==> config.mk <==
export PLATFORM = sky130hd
export DESIGN_NAME = bracket_balance_checker_top
export DESIGN_NICKNAME = d
export VERILOG_FILES = /design/src/hdl/bbc_pkg.sv /design/src/hdl/bracket_balance_checker_top.sv /design/src/hdl/bbc_ram.sv /design/src/hdl/bbc_out_buf.sv
export SDC_FILE = /design/constraint.sdc
export NUM_CORES = 1
export LEC_CHECK = 0
export ABC_CLOCK_PERIOD_IN_PS = 9300
export BUFFER_PORTS_ARGS = -buffer_cell sky130_fd_sc_hd__buf_4
export CORE_AREA = 2 2 121 210
export CTS_BUF_LIST = sky130_fd_sc_hd__clkbuf_16
export CTS_CLUSTER_SIZE = 28
export DETAILED_ROUTE_END_ITERATION = 16
export DIE_AREA = 0 0 123 212
export HOLD_SLACK_MARGIN = 0.12
export PLACE_DENSITY = 0.7
export RECOVER_POWER = 100
export SYNTH_ARGS = -nofsm -noshare
export SYNTH_HDL_FRONTEND = slang
export SYNTH_SLANG_ARGS = --single-unit
export TNS_END_PERCENT = 5
==> constraint.sdc <==
create_clock -name clk -period 9.3 [get_ports clk]
set_input_delay 2.79 -clock clk [delete_from_list [all_inputs] [get_ports clk]]
set_output_delay 2.79 -clock clk [all_outputs]
set_load 0.02 [all_outputs]
==> src/hdl/bbc_pkg.sv <==
// Package for the bracket balance checker: bracket kind codes, character
// constants, result struct and the character classification functions.
// No dependencies.
package bbc_pkg;

  typedef logic [1:0] kind_t;

  localparam kind_t KIND_PAREN = 2'd0;
  localparam kind_t KIND_SQUARE = 2'd1;
  localparam kind_t KIND_CURLY = 2'd2;
  localparam kind_t KIND_ANGLE = 2'd3;

  localparam logic [7:0] CH_OPEN_PAREN = 8'h28;
  localparam logic [7:0] CH_OPEN_SQUARE = 8'h5B;
  localparam logic [7:0] CH_OPEN_CURLY = 8'h7B;
  localparam logic [7:0] CH_OPEN_ANGLE = 8'h3C;
  localparam logic [7:0] CH_CLOSE_PAREN = 8'h29;
  localparam logic [7:0] CH_CLOSE_SQUARE = 8'h5D;
  localparam logic [7:0] CH_CLOSE_CURLY = 8'h7D;
  localparam logic [7:0] CH_CLOSE_ANGLE = 8'h3E;

  typedef struct packed {
    logic  hit;
    kind_t kind;
  } bracket_t;

  typedef struct packed {
    logic failed;
    logic done;
    logic balanced;
  } result_t;

  function automatic bracket_t opener_kind(input logic [7:0] ch);
    bracket_t b;
    b.hit = 1'b1;
    case (ch)
      CH_OPEN_PAREN: b.kind = KIND_PAREN;
      CH_OPEN_SQUARE: b.kind = KIND_SQUARE;
      CH_OPEN_CURLY: b.kind = KIND_CURLY;
      CH_OPEN_ANGLE: b.kind = KIND_ANGLE;
      default: begin
        b.hit = 1'b0;
        b.kind = KIND_PAREN;
      end
    endcase
    return b;
  endfunction

  function automatic bracket_t closer_kind(input logic [7:0] ch);
    bracket_t b;
    b.hit = 1'b1;
    case (ch)
      CH_CLOSE_PAREN: b.kind = KIND_PAREN;
      CH_CLOSE_SQUARE: b.kind = KIND_SQUARE;
      CH_CLOSE_CURLY: b.kind = KIND_CURLY;
      CH_CLOSE_ANGLE: b.kind = KIND_ANGLE;
      default: begin
        b.hit = 1'b0;
        b.kind = KIND_PAREN;
      end
    endcase
    return b;
  endfunction

endpackage

==> src/hdl/bracket_balance_checker_top.sv <==
// Bracket balance checker: one character per item, one result per item.
// Results are registered in a two-entry output buffer. Throughput: one item per
// cycle while that buffer has room; the stack top is read from RAM each cycle at
// the new count, with the just-pushed kind forwarded past the read latency.
// Reset: synchronous active-low rst_n clears count, failure and '>' history;
// stack RAM contents are left as they are, since only pushed entries are read.
module bracket_balance_checker_top #(
  parameter int STACK_DEPTH = 128
) (
  input  logic       clk,
  input  logic       rst_n,
  input  logic       in_valid,
  output logic       in_ready,
  input  logic [7:0] in_char_in,
  input  logic       in_last_char,
  output logic       out_valid,
  input  logic       out_ready,
  output logic       out_failed_so_far,
  output logic       out_string_done,
  output logic       out_balanced
);
  import bbc_pkg::*;

  localparam int AW = (STACK_DEPTH > 1) ? $clog2(STACK_DEPTH) : 1;
  localparam int CW = $clog2(STACK_DEPTH + 1);

  logic [CW-1:0] cnt_r, cnt_nxt;
  logic          fail_r, fail_nxt;
  logic          prev_gt_r, prev_gt_nxt;
  logic          fwd_r, fwd_nxt;
  kind_t         fwd_kind_r;

  logic          accept;
  logic          can_push;
  logic          is_gt;
  bracket_t      ok, ck;
  kind_t         top_kind;
  kind_t         rd_data;
  logic          do_push, do_pop, fail_set;
  logic          fail_after;
  logic [CW-1:0] cnt_after;
  logic [CW-1:0] rd_cnt;
  logic [AW-1:0] wr_addr, rd_addr;
  result_t       res, out_res;

  assign accept = in_valid && in_ready;
  assign in_ready = can_push;

  assign is_gt = (in_char_in == CH_CLOSE_ANGLE);
  assign ok = opener_kind(in_char_in);
  assign ck = closer_kind(in_char_in);

  // The entry pushed in the previous cycle is not yet visible at the RAM output.
  assign top_kind = fwd_r ? fwd_kind_r : rd_data;

  always_comb begin
    do_push = 1'b0;
    do_pop = 1'b0;
    fail_set = 1'b0;
    if (!fail_r) begin
      if (is_gt && prev_gt_r) begin
        fail_set = 1'b1;
      end else if (ok.hit) begin
        do_push = (cnt_r < CW'(STACK_DEPTH));
      end else if (ck.hit) begin
        if (cnt_r != '0 && top_kind == ck.kind) begin
          do_pop = 1'b1;
        end else begin
          fail_set = 1'b1;
        end
      end
    end
  end

  always_comb begin
    cnt_after = cnt_r;
    if (do_push) begin
      cnt_after = cnt_r + 1'b1;
    end else if (do_pop) begin
      cnt_after = cnt_r - 1'b1;
    end
  end

  assign fail_after = fail_r || fail_set;
  assign res.failed = fail_after;
  assign res.done = in_last_char;
  assign res.balanced = in_last_char && !fail_after && (cnt_after == '0);

  always_comb begin
    cnt_nxt = cnt_r;
    fail_nxt = fail_r;
    prev_gt_nxt = prev_gt_r;
    if (accept) begin
      if (in_last_char) begin
        cnt_nxt = '0;
        fail_nxt = 1'b0;
        prev_gt_nxt = 1'b0;
      end else begin
        cnt_nxt = cnt_after;
        fail_nxt = fail_after;
        prev_gt_nxt = is_gt;
      end
    end
  end

  assign wr_addr = cnt_r[AW-1:0];
  assign rd_cnt = cnt_nxt - 1'b1;
  assign rd_addr = rd_cnt[AW-1:0];
  assign fwd_nxt = accept && do_push && (wr_addr == rd_addr);

  always_ff @(posedge clk) begin
    if (!rst_n) begin
      cnt_r <= '0;
      fail_r <= 1'b0;
      prev_gt_r <= 1'b0;
      fwd_r <= 1'b0;
    end else begin
      cnt_r <= cnt_nxt;
      fail_r <= fail_nxt;
      prev_gt_r <= prev_gt_nxt;
      fwd_r <= fwd_nxt;
    end
    fwd_kind_r <= ok.kind;
  end

  bbc_ram #(
    .WIDTH($bits(kind_t)),
    .DEPTH(STACK_DEPTH)
  ) u_stack (
    .clk    (clk),
    .wr_en  (accept && do_push),
    .wr_addr(wr_addr),
    .wr_data(ok.kind),
    .rd_addr(rd_addr),
    .rd_data(rd_data)
  );

  bbc_out_buf u_out (
    .clk      (clk),
    .rst_n    (rst_n),
    .push     (accept),
    .push_data(res),
    .can_push (can_push),
    .out_valid(out_valid),
    .out_ready(out_ready),
    .out_data (out_res)
  );

  assign out_failed_so_far = out_res.failed;
  assign out_string_done = out_res.done;
  assign out_balanced = out_res.balanced;

  a_cnt_bound: assert property (@(posedge clk) disable iff (!rst_n)
    cnt_r <= CW'(STACK_DEPTH)) else $error("stack count beyond depth");
  a_clear_after_last: assert property (@(posedge clk) disable iff (!rst_n)
    accept && in_last_char |=> cnt_r == '0 && !fail_r && !prev_gt_r)
    else $error("state not cleared after final item");
  a_frozen_on_fail: assert property (@(posedge clk) disable iff (!rst_n)
    fail_r |-> !do_push && !do_pop) else $error("stack moved after failure");
  a_balanced_result: assert property (@(posedge clk) disable iff (!rst_n)
    out_valid && out_balanced |-> out_string_done && !out_failed_so_far)
    else $error("balanced flag on a non-final or failed result");

endmodule

==> src/hdl/bbc_ram.sv <==
// Generic single-write, single-read synchronous RAM with a registered read.
// No dependencies.
module bbc_ram #(
  parameter int WIDTH = 2,
  parameter int DEPTH = 128
) (
  input  logic                     clk,
  input  logic                     wr_en,
  input  logic [$clog2(DEPTH)-1:0] wr_addr,
  input  logic [WIDTH-1:0]         wr_data,
  input  logic [$clog2(DEPTH)-1:0] rd_addr,
  output logic [WIDTH-1:0]         rd_data
);

  logic [WIDTH-1:0] mem [DEPTH];
  logic [WIDTH-1:0] rd_data_r;

  always_ff @(posedge clk) begin
    if (wr_en) begin
      mem[wr_addr] <= wr_data;
    end
    rd_data_r <= mem[rd_addr];
  end

  assign rd_data = rd_data_r;

endmodule

==> src/hdl/bbc_out_buf.sv <==
// Two-entry result buffer (output register plus skid register) that lets the
// checker take a new item while a result waits. Depends on bbc_pkg.
module bbc_out_buf (
  input  logic             clk,
  input  logic             rst_n,
  input  logic             push,
  input  bbc_pkg::result_t push_data,
  output logic             can_push,
  output logic             out_valid,
  input  logic             out_ready,
  output bbc_pkg::result_t out_data
);
  import bbc_pkg::*;

  logic    main_v_r, main_v_nxt;
  logic    skid_v_r, skid_v_nxt;
  result_t main_r, main_nxt;
  result_t skid_r, skid_nxt;
  logic    pop;

  assign pop = main_v_r && out_ready;
  assign can_push = !skid_v_r;

  always_comb begin
    main_v_nxt = main_v_r;
    skid_v_nxt = skid_v_r;
    main_nxt = main_r;
    skid_nxt = skid_r;
    if (pop && skid_v_r) begin
      main_nxt = skid_r;
      skid_v_nxt = push;
      skid_nxt = push_data;
    end else if (pop) begin
      main_v_nxt = push;
      main_nxt = push_data;
    end else if (push) begin
      if (!main_v_r) begin
        main_v_nxt = 1'b1;
        main_nxt = push_data;
      end else begin
        skid_v_nxt = 1'b1;
        skid_nxt = push_data;
      end
    end
  end

  always_ff @(posedge clk) begin
    if (!rst_n) begin
      main_v_r <= 1'b0;
      skid_v_r <= 1'b0;
    end else begin
      main_v_r <= main_v_nxt;
      skid_v_r <= skid_v_nxt;
    end
    main_r <= main_nxt;
    skid_r <= skid_nxt;
  end

  assign out_valid = main_v_r;
  assign out_data = main_r;

  // The skid register only fills behind an occupied output register.
  a_skid_behind_main: assert property (@(posedge clk) disable iff (!rst_n)
    skid_v_r |-> main_v_r) else $error("skid entry without output entry");
  // A stalled result holds its value.
  a_main_holds: assert property (@(posedge clk) disable iff (!rst_n)
    main_v_r && !out_ready |=> main_v_r && $stable(main_r))
    else $error("stalled result changed");
  // No item is taken when both entries are full.
  a_no_overflow: assert property (@(posedge clk) disable iff (!rst_n)
    skid_v_r |-> !push) else $error("push into full result buffer");

endmodule

Word level (Yosys, flattened, before mapping) --
Memory sizes are Yosys's and may differ from the RTL's. A register that Yosys moved wholly into a read port is not among the register bits. Cells that the tools add are included.
Storage, ports and cells: output and inout port bits 5, logic and storage cells 94, register bits 21, input bits 13, memories kept 1, bits in writable memories 256
Memory list:
- u_stack.mem | depth 128, bits a word 2, read ports 1, clocked after Yosys merged registers in 1, wr ports 1, line bbc_ram.sv:15 | logic [WIDTH-1:0] mem [DEPTH];
Cells by class: magnitude comparators 1, reduce and logical (&&, ||, !) cells 23, $add $sub $neg 3, bitwise logic cells 1, mux-type cells 40, equality and inequality tests 12
Operators with widths (count):
- $eq 8x6->1 const B | 4
- $eq 8x7->1 const B | 4
- $mux 8 | 4
- $mux 1 | 25
- $mux 3 | 8
- $pmux 2 s3 | 2
- $logic_and 1x1->1 | 9
- $add 8x1->8 const B | 1
- $logic_not 8->1 | 1
- $lt 8x8->1 const B | 1
- $reduce_bool 8->1 | 1
- $reduce_or 4->1 | 2
- $sub 8x1->8 const B | 1
- $eq 7x7->1 | 1
- $sub 7x1->7 const B | 1
- $reduce_bool 2->1 | 3
- $reduce_and 2->1 | 2
- $ne 3x3->1 const B | 1
- $reduce_and 3->1 | 1
- $reduce_bool 3->1 | 1
- $eq 2x2->1 | 1
- $logic_not 1->1 | 2
- $mux 2 | 1
- $ne 2x2->1 const B | 1
- 2 further kinds | 2

Depth between registers and ports, before layout --
word-level depth 17, mapped depth 23

Modules after synthesis --
From an unflattened synthesis, not the netlist that was laid out.
Second synthesis, totals: cells, all modules 848, area, all modules 12610.8 um2
By module, submodules not included:
- bbc_ram | area an instance 10612.7 um2, cells an instance 611, times used 1
- bracket_balance_checker_top | area an instance 1666.6 um2, cells an instance 212, times used 1
- bbc_out_buf | area an instance 331.6 um2, cells an instance 25, times used 1

Least setup slack after synthesis --
OpenSTA, ideal clock, no wires.
kind input to register, start input port in_char_in[0], end memory u_stack.mem[0][1], data pin, arrival 8.354 ns, setup time 1.232 ns, buffers on the path 1, setup slack -0.286 ns, cell stages on the path 3, cells stage by stage buf_2 -> nand4b_1 -> o31ai_1
RTL lines:
- start: declaration | line bracket_balance_checker_top.sv:14 | input logic [7:0] in_char_in,
- end: declaration | line bbc_ram.sv:15

Worst setup path after layout --
start input port in_char_in[2], end register u_stack.rd_data_r[1], in the netlist u_stack.rd_data[1] (read register of u_stack.mem)
On the way: word-level cells in the longest chain between the ends 14, elaborated cells on any way between the ends 29, those cells by class 1 x add/sub; 9 x eq/ne; 15 x mux; 4 x reduce/logical
RTL lines:
- $eq 8x6->1 / $eq 8x7->1 (equally long branches) | line bbc_pkg.sv:52, bracket_balance_checker_top.sv:49
- $pmux 2 s3 | line bbc_pkg.sv:52 | case (ch)
- $eq 2x2->1 | line bracket_balance_checker_top.sv:66 | if (cnt_r != '0 && top_kind == ck.kind) begin
- $logic_and 1x1->1 | line bracket_balance_checker_top.sv:66
- $mux 1 | line bracket_balance_checker_top.sv:66
- $mux 1 | line bracket_balance_checker_top.sv:65 | end else if (ck.hit) begin
- $mux 1 | line bracket_balance_checker_top.sv:63 | end else if (ok.hit) begin
- $mux 1 | line bracket_balance_checker_top.sv:61 | if (is_gt && prev_gt_r) begin
- $mux 1 | line bracket_balance_checker_top.sv:60 | if (!fail_r) begin
- $mux 8 | line bracket_balance_checker_top.sv:79 | end else if (do_pop) begin
- $mux 8 (*) | line bracket_balance_checker_top.sv:77 | if (do_push) begin
- $mux 8 (*) | line bracket_balance_checker_top.sv:94 | if (in_last_char) begin
- $mux 8 (*) | line bracket_balance_checker_top.sv:93 | if (accept) begin
- $sub 7x1->7 (*) | line bracket_balance_checker_top.sv:107 | assign rd_cnt = cnt_nxt - 1'b1;
- end: declaration | line bbc_ram.sv:16 | logic [WIDTH-1:0] rd_data_r;
Every way passes the cells marked *; elsewhere a longest branch is shown, timed or not. A chain may end at the register's enable or synchronous reset.

==> results_dict.tcl <==
set metrics [dict create \
    antenna_found_initial 0 \
    required_ns 9.73 \
    die_h_microns 212 \
    grtUsageTotal_pct 22.3 \
    core-area_sq_um 24500 \
    worstSetupStartpointType "primary input" \
    ys_seq_elements 279 \
    place_ws_ns 1.45 \
    diodes 0 \
    yosysTopAreaCell "edfxtp_1" \
    async_reset_ff_share_pct 0 \
    mostFrequentLayoutCell "edfxtp_1" \
    yosysWarningCount 0 \
    drc 0 \
    h-tree-depth 1 \
    fin_setup_tns_ns 0 \
    rows 76 \
    dr_total_vias 6991 \
    layout.core_utilization_pct 54.6 \
    io_buffers 17 \
    hpwl_mm 17.5 \
    viasPerCell 6.32 \
    synthTopCellsByArea "edfxtp_1, mux4_2, nor2_1" \
    setup_violations 0 \
    synth_area_sq_um 12200 \
    avgSynthCellArea_sq_um 15.9 \
    grt_pass1_wl_mm 42.7 \
    firstDrtPassIters 5 \
    grt_pass1_vias 7302 \
    drv_cap 4 \
    yosysSeqAreaShare_pct 67.0 \
    num-fill-cells 1914 \
    post_cts_buffers 0 \
    slew_headroom_pct -204 \
    skew_ns 0.0160 \
    status "complete, but fails checks" \
    cts_made_buffers 25 \
    cellLeakagePower_nw 3.74 \
    routed_wl_mm 28.5 \
    worstMarginPinSlew_ns 4.56 \
    power_density_nw_per_um2 178 \
    rsz0062_at_grt "no" \
    die-area_sq_um 26100 \
    clock-sinks 279 \
    die_w_microns 123 \
    ys.flop_type "edfxtp_1" \
    failed_checks "capacitance limit, slew limit" \
    drt_iter0_drc 765 \
    rrSetupSlack_ns 3.41 \
    hold_viol_final 0 \
    finalCriticalPeriod_ns 7.90 \
    syn-num-nets 786 \
    syn_to_final_growth_pct 9.43 \
    finalCritPeriodShare_pct 85.0 \
    ys_types 71 \
    ant_nets 0 \
    peakVddDrop_v 0.000122 \
    layout_common_cells "edfxtp_1, nor2_1, mux4_2" \
    cp.arrival_ns 8.33 \
    hold_class "reg -> reg" \
    syn_inst 770 \
    yosys.area.top_type_share_pct 64.3 \
    grt_max_degree 114 \
    multiInputGateArea_sq_um 3840 \
    wire_per_inst_microns 25.7 \
    max_freq_ghz 0.127 \
    ctsResizeCount 0 \
    gr-total-overflow 0 \
    cts_hold_buffers 0 \
    slew_viol_final 262 \
    cts.path.max_buffers 3 \
    pin_count 18 \
    synth_edf_count 262 \
    gp_congestion 0.871 \
    ff_latch_area_sq_um 8210 \
    clkTransAtPathRegs_ns 0.07 \
    worst_slack_ns 1.40 \
    crit_type "in -> reg" \
    cp_max_fo 15 \
    nets 795 \
    drive_gt1_share_pct 17.6 \
    initial_core_util_pct 49.9 \
    critPathCaptureType "register" \
    root_buffer "clkbuf_16" \
    cts_tree "built" \
    clock_latency_ns 0.55 \
]
==> cell type report <==
type                       count  area share [%]
clock buffer                  25            4.67
clock inverter                18            1.09
timing repair buffer          26            1.17
multi-input combinational    439            28.7
tap                          312            2.91
inverter                       8           0.224
sequential                   279            61.3
==> state kept, by name, summed over array words and instances, names as in the netlist <==
| signal | cells |
|---|---|
| cnt_r | 8 |
| u_out.out_valid | 1 |
| u_stack.mem | 256 |
| u_out.out_data | 3 |
| fail_r | 1 |
| u_out.skid_v_r | 1 |
| fwd_kind_r | 2 |
| fwd_r | 1 |
| prev_gt_r | 1 |
| u_out.skid_r | 3 |
| u_stack.rd_data | 2 |
==> synthesized netlist by cell type (all sizes together), types with 7 or more instances <==
| cell type | count |
|---|---|
| nand3 | 12 |
| nand2 | 37 |
| buf | 11 |
| mux2i | 17 |
| edfxtp | 262 |
| inv | 8 |
| and2 | 12 |
| a21oi | 9 |
| clkbuf | 33 |
| nor2b | 11 |
| nor4 | 9 |
| nor3 | 7 |
| nor2 | 150 |
| o21ai | 8 |
| mux2 | 7 |
| xnor2 | 10 |
| mux4 | 74 |
| dfxtp | 17 |
==> worst paths after layout <==
| path | cells after the start | endpoint | startpoint |
|---|---|---|---|
| min | 1 | u_out.out_data[2] | u_out.skid_r[2] |
| min reg2reg | 1 | u_out.out_data[2] | u_out.skid_r[2] |
| max | 13 | u_stack.rd_data[1] | in_char_in[2] |
| max reg2reg | 14 | u_stack.rd_data[1] | cnt_r[1] |
==> power by group <==
part / internal, W / leakage (nW) / switching (W)
Sequential: 0.00136 / 2.34 / 0.00000139
Combinational: 0.0000134 / 0.997 / 0.0000247
Clock: 0.000546 / 0.397 / 0.000446
==> routing by layer <==
layer	track usage, %	routed length (microns)	part of all wire (%)
met1	26.0	10300	36
met2	39.9	15400	54
met3	2.74	1480	5.2
met4	11.3	1280	4.5
met5	0	0	0
==> cell families (layout without fill, tap and decap cells) <==
logic type / count (synthesis) / count (layout) / share of synthesized area (%)
flops: 279 / 279 / 67.0
simple gates: 263 / 263 / 9.93
mux: 98 / 98 / 15.7
compound gates: 59 / 59 / 4.01
buf+inv: 52 / 77 / 1.79
xor+xnor: 16 / 16 / 1.21
fa+ha+maj: 3 / 3 / 0.307
==> metrics by stage <==
stage	cell area [sq um]	instances	total power [W]	hold WS (ns)
finish	13400	1107	0.00239	0.567
global placement	12700	1064	0.00142	0.532
floorplan	12200	770	0.00141	0.515
global route	13400	1107	0.00245	0.571
detailed placement	12700	1064	0.00143	0.559
CTS	13500	1107	0.00240	0.570
==> worst max-delay path: stages <==
cell and delay, ns:
clkbuf_1 0.26, nand4b_1 0.17, nor4_1 0.50, o21ai_0 0.35
a2111oi_4 0.70, a211oi_1 0.27, o21a_1 0.24, or2_2 0.32
xnor2_1 1.60, mux4_2 0.50, mux2i_1 0.21, nor2_1 0.07
o32a_1 0.35
No activity file was read; power rests on OpenSTA's default activity.
